## config.mk

```make
export PLATFORM = sky130hd
export DESIGN_NAME = gs3_skid
export DESIGN_NICKNAME = d
export VERILOG_FILES = /design/src/sv/gs3_pkg.sv /design/src/sv/gs3_skid.sv
export SDC_FILE = /design/constraint.sdc
export NUM_CORES = 1
export LEC_CHECK = 0
export BUFFER_PORTS_ARGS = -buffer_cell sky130_fd_sc_hd__buf_2
export CAP_MARGIN = 20
export CORE_UTILIZATION = 30
export DETAILED_ROUTE_END_ITERATION = 16
export PLACE_DENSITY_LB_ADDON = 0.08
export SLEW_MARGIN = 20
export SYNTH_ARGS = -nofsm -noshare
export SYNTH_HDL_FRONTEND = slang
export SYNTH_SLANG_ARGS = --single-unit
```

## constraint.sdc

```tcl
create_clock -name clk -period 10.3 [get_ports clk]
set_input_delay 0.515 -clock clk [delete_from_list [all_inputs] [get_ports clk]]
set_output_delay 0.515 -clock clk [all_outputs]
set_load 0.02 [all_outputs]
```

## src/sv/gs3_pkg.sv

```systemverilog
// ----------------------------------------------------------------------------
// gs3_pkg
// Shared types and constants of the 3x3 Gauss-Seidel solver.
// ----------------------------------------------------------------------------
package gs3_pkg;

  localparam int SWEEPS_DEF = 4;   // default number of sweeps
  localparam int N_VAR      = 3;   // unknowns, equations
  localparam int COEF_W     = 16;  // Q8.8
  localparam int X_W        = 32;  // Q16.16
  localparam int PROD_W     = COEF_W + X_W;      // Q8.8 * Q16.16
  localparam int NUM_W      = PROD_W + 1;        // numerator, signed
  localparam int MAG_W      = PROD_W;            // numerator magnitude
  localparam int DIV_STEPS  = 4;                 // quotient bits per stage
  localparam int DIV_STAGES = X_W / DIV_STEPS;   // stages per division
  localparam int UPD_LAT    = DIV_STAGES + 3;    // register stages per update

  // coef[var*3 + eq]: coefficient of x(var+1) in equation eq+1
  typedef struct packed {
    logic [N_VAR*N_VAR-1:0][COEF_W-1:0] coef;
    logic [N_VAR-1:0][COEF_W-1:0]       rhs;
    logic [N_VAR-1:0][X_W-1:0]          x;
    logic                               zp;
  } gs_item_t;

  typedef struct packed {
    logic [N_VAR-1:0][X_W-1:0] sol;
    logic                      zp;
  } gs_res_t;

endpackage

```

## src/sv/gs3_skid.sv

```systemverilog
// ----------------------------------------------------------------------------
// gs3_skid
// Output register plus skid entry; stalls the pipeline only when both hold
// a word.
// ----------------------------------------------------------------------------
module gs3_skid import gs3_pkg::*; (
  input  logic    clk,
  input  logic    rst_n,
  input  logic    in_vld,
  input  gs_res_t in_res,
  output logic    en,
  input  logic    out_ready,
  output logic    out_vld,
  output gs_res_t out_res
);

  logic    out_vld_r, out_vld_nxt;
  logic    skid_vld_r, skid_vld_nxt;
  gs_res_t out_res_r, out_res_nxt;
  gs_res_t skid_res_r, skid_res_nxt;
  logic    push;

  assign en   = !skid_vld_r;
  assign push = in_vld && en;

  always_comb begin
    out_vld_nxt  = out_vld_r;
    out_res_nxt  = out_res_r;
    skid_vld_nxt = skid_vld_r;
    skid_res_nxt = skid_res_r;
    if (out_vld_r && out_ready) begin
      out_vld_nxt = skid_vld_r;
      out_res_nxt = skid_res_r;
      skid_vld_nxt = 1'b0;
    end
    if (push) begin
      if (out_vld_r && !out_ready) begin
        skid_vld_nxt = 1'b1;
        skid_res_nxt = in_res;
      end else begin
        out_vld_nxt = 1'b1;
        out_res_nxt = in_res;
      end
    end
  end

  always_ff @(posedge clk) begin
    if (!rst_n) begin
      out_vld_r  <= 1'b0;
      skid_vld_r <= 1'b0;
    end else begin
      out_vld_r  <= out_vld_nxt;
      skid_vld_r <= skid_vld_nxt;
    end
  end

  always_ff @(posedge clk) begin
    out_res_r  <= out_res_nxt;
    skid_res_r <= skid_res_nxt;
  end

  assign out_vld = out_vld_r;
  assign out_res = out_res_r;

  a_skid_needs_out: assert property (@(posedge clk) disable iff (!rst_n)
    skid_vld_r |-> out_vld_r)
    else $error("skid word held with empty output register");

  a_skid_on_stall: assert property (@(posedge clk) disable iff (!rst_n)
    $rose(skid_vld_r) |-> $past(out_vld_r && !out_ready && in_vld))
    else $error("skid filled without a stalled output");

endmodule

```

==> out/qor.csv <==
metric,value,unit
vias,4118,
regToRegStartpoint,skid_vld_r$_SDFF_PN0_,
worst_clock_skew,0.0120,ns
r2r_slack,7.76,ns
number_of_global_route_vias_before_repair,4393,
detail_route.first_pass.iterations,4,
power.share.switching,0.266,
first_pass_grt_wire_length,24400,um
mappedNetlistArea,7400,sq um
synthesis.area_per_instance,17.6,sq um
timing.final.max_slew_violations,0,
finalCriticalPeriod,2.54,ns
p_per_area,205,nW/um^2
synth_largest_type_area_fraction,0.394,
die_w,159,um
startpoint_class_of_the_critical_path,flip-flop,
synth.lib_cells_used.distinct,17,
grt_util_all_layers,0.126,
grt_max_degree,59,
most-common-layout-cells,"buf_2, mux2_2, dfxtp_1, edfxtp_1, mux2_4",
routed_wirelength,15500,um
mostFrequentLayoutCell,buf_2,
drive_gt1_frac,0.652,
finalCoreUtilization,0.383,
crit_required,10.62,ns
synth_area_leader_cell,edfxtp_1,
routed_wire_length_per_instance,16.1,um
worst-slew-pin-transition,0.899,ns
power.sequential.fraction,0.482,
postSynthCellCount,421,
placement.io_buffers,199,
clk_pin_slew_worst_paths,0.08,ns
hold_buffer_count_at_cts,0,
htree_levels,4,
yosys_register_bits,196,
place.gp.congestion,0.685,
outcome,"complete, no violations",
final.period_utilization,0.247,
post-dp-hpwl,10300,um
fp.dieArea,25300,sq um
areaGrowthSynthToFinish,25.7,%
cts.path.max_buffers,2,
yosysSeqAreaShare,0.662,
postCtsSetupRepairBufs,0,
worstPathArrival,2.86,ns
worst_hold_path_type,input port to flip-flop,
initial_core_util,0.305,
clk_latency,0.43,ns
startpoint,skid_vld_r$_SDFF_PN0_,
grt_antenna_before_repair,4,
largest_cells_by_area_after_synthesis,"edfxtp_1, dfxtp_1, mux2_2",
final_antenna_net_count,0,
route.detailed.vias_per_inst,4.28,
hold_viol_final,0,
critPathCaptureType,flip-flop,
rsz_0062_raised_after_global_routing,no,
io_pins,200,
total_power,1.91,mW
drtIter0Drc,162,
fp.dieH,159,um
setup-violations-final,0,
cts_resized,0,
tritoncts.num_buffers,17,
ys.warnings.count,0,
post-route-drc-count,0,
clk_pwr_share,0.341,
multiInputGateArea,2380,sq um
worst-r2r-cell-count,4,
mappedNetlistNets,522,
critical_path_peak_fanout,58,
global_route.overflow_total,0,
maxCapViolations,0,
switching_power,0.507,mW
core_region_area,24200,sq um
final.setup.tns,0,ns
internal_power,1.40,mW
num_rows,57,
nFillCells,2361,
critical_path.reg2reg.endpoint,out_res[46]$_DFF_P_,
vdd_drop_max,0.0873,mV
p_comb_frac,0.176,
area_of_all_sequential_standard_cells,4890,sq um
slew_headroom,0.401,
crit_type,flip-flop to flip-flop,
clock.fmax,394,MHz
ctsRootBufferMaster,clkbuf_16,
tritoncts_num_sinks,196,
power_leakage,3.76,nW
clock_tree_from_tritoncts,built,
timing.critical_path.to,out_res[46]$_DFF_P_,
fin_nets,723,
[sequential cells by signal, summed over array words and instances, names as in the netlist]
signal and cells:
skid_res_r 97, out_vld 1, out_res 97, skid_vld_r 1
[cells in the mapped netlist]
| cell type | n |
|---|---|
| dfxtp_1 | 99 |
| inv_1 | 2 |
| buf_2 | 10 |
| mux2_1 | 16 |
| buf_6 | 7 |
| mux2_4 | 30 |
| o21ai_0 | 1 |
| nand2_2 | 1 |
| mux2_2 | 148 |
| edfxtp_1 | 97 |
| buf_1 | 4 |
| a21oi_1 | 1 |
| a21boi_0 | 1 |
| nand2b_1 | 1 |
| a21o_1 | 1 |
| nor2b_1 | 1 |
| nor4bb_1 | 1 |
[kinds of logic after synthesis]
family                 count (synthesis)  share of synthesized area
DFF                                  196                      0.662
and+or+nand+nor                        4                    0.00389
muxes                                194                      0.311
AOI/OAI and AO/OA                      4                    0.00338
buffers and inverters                 23                     0.0205
[worst max-delay path, cell delays in order, from the launching register on]
cell and delay, ns:
dfxtp_1 0.44, nand2b_1 0.18, a21o_4 0.52, buf_4 0.82
mux2_2 0.42
[final cells by class]
| type | instances | share of cell area |
|---|---|---|
| flip-flops and latches | 196 | 0.526 |
| multi-input cells | 202 | 0.256 |
| repair buffers | 203 | 0.110 |
| clock buffers | 19 | 0.0466 |
| well taps | 324 | 0.0436 |
| clock inverters | 13 | 0.0157 |
| inverters | 2 | 0.000807 |
| diodes | 3 | 0.000807 |
[per-stage QoR]
| step | hold slack, ns | instance area (sq um) | cells | worst slack (ns) |
|---|---|---|---|---|
| 6_report | 0.269 | 9300 | 962 | 7.76 |
| 2_1_floorplan | 0.532 | 7400 | 421 | 3.55 |
| 5_1_grt | 0.243 | 9300 | 961 | 7.59 |
| 4_1_cts | 0.244 | 9290 | 959 | 7.71 |
| 3_3_place_gp | 0.558 | 8710 | 927 | 7.51 |
| 3_5_place_dp | 0.568 | 8710 | 927 | 7.49 |
[how the worst min path moves through the flow]
stage,startpoint,end,slack [ns],depth (start not counted)
finish,in_res[30],skid_res_r[30]$_DFFE_PP_,0.27,1
global placement,skid_res_r[85]$_DFFE_PP_,out_res[85]$_DFF_P_,0.56,2
detailed placement,skid_res_r[94]$_DFFE_PP_,out_res[94]$_DFF_P_,0.57,2
CTS,in_res[30],skid_res_r[30]$_DFFE_PP_,0.24,1
global route,in_res[29],skid_res_r[29]$_DFFE_PP_,0.24,1
floorplan,skid_vld_r$_SDFF_PN0_,skid_vld_r$_SDFF_PN0_,0.53,2
[power by group through the flow]
stage          sequential, mW  combinational, mW  clock (mW)
5_1_grt                 0.929              0.361       0.712
4_1_cts                 0.921              0.342       0.679
3_3_place_gp            0.935              0.336           0
2_1_floorplan            1.01              0.151           0
3_5_place_dp            0.938              0.341           0
6_report                0.919              0.336       0.651
[metal layers]
metal  GRT usage  wire (um)  up-vias
met3      0.0466       1090       16
met1       0.153       6790     1992
met4      0.0463        223        2
li1            -          -     1980
met2       0.205       7380      128
met5           0         12        -
No activity file was read; power rests on OpenSTA's default activity.
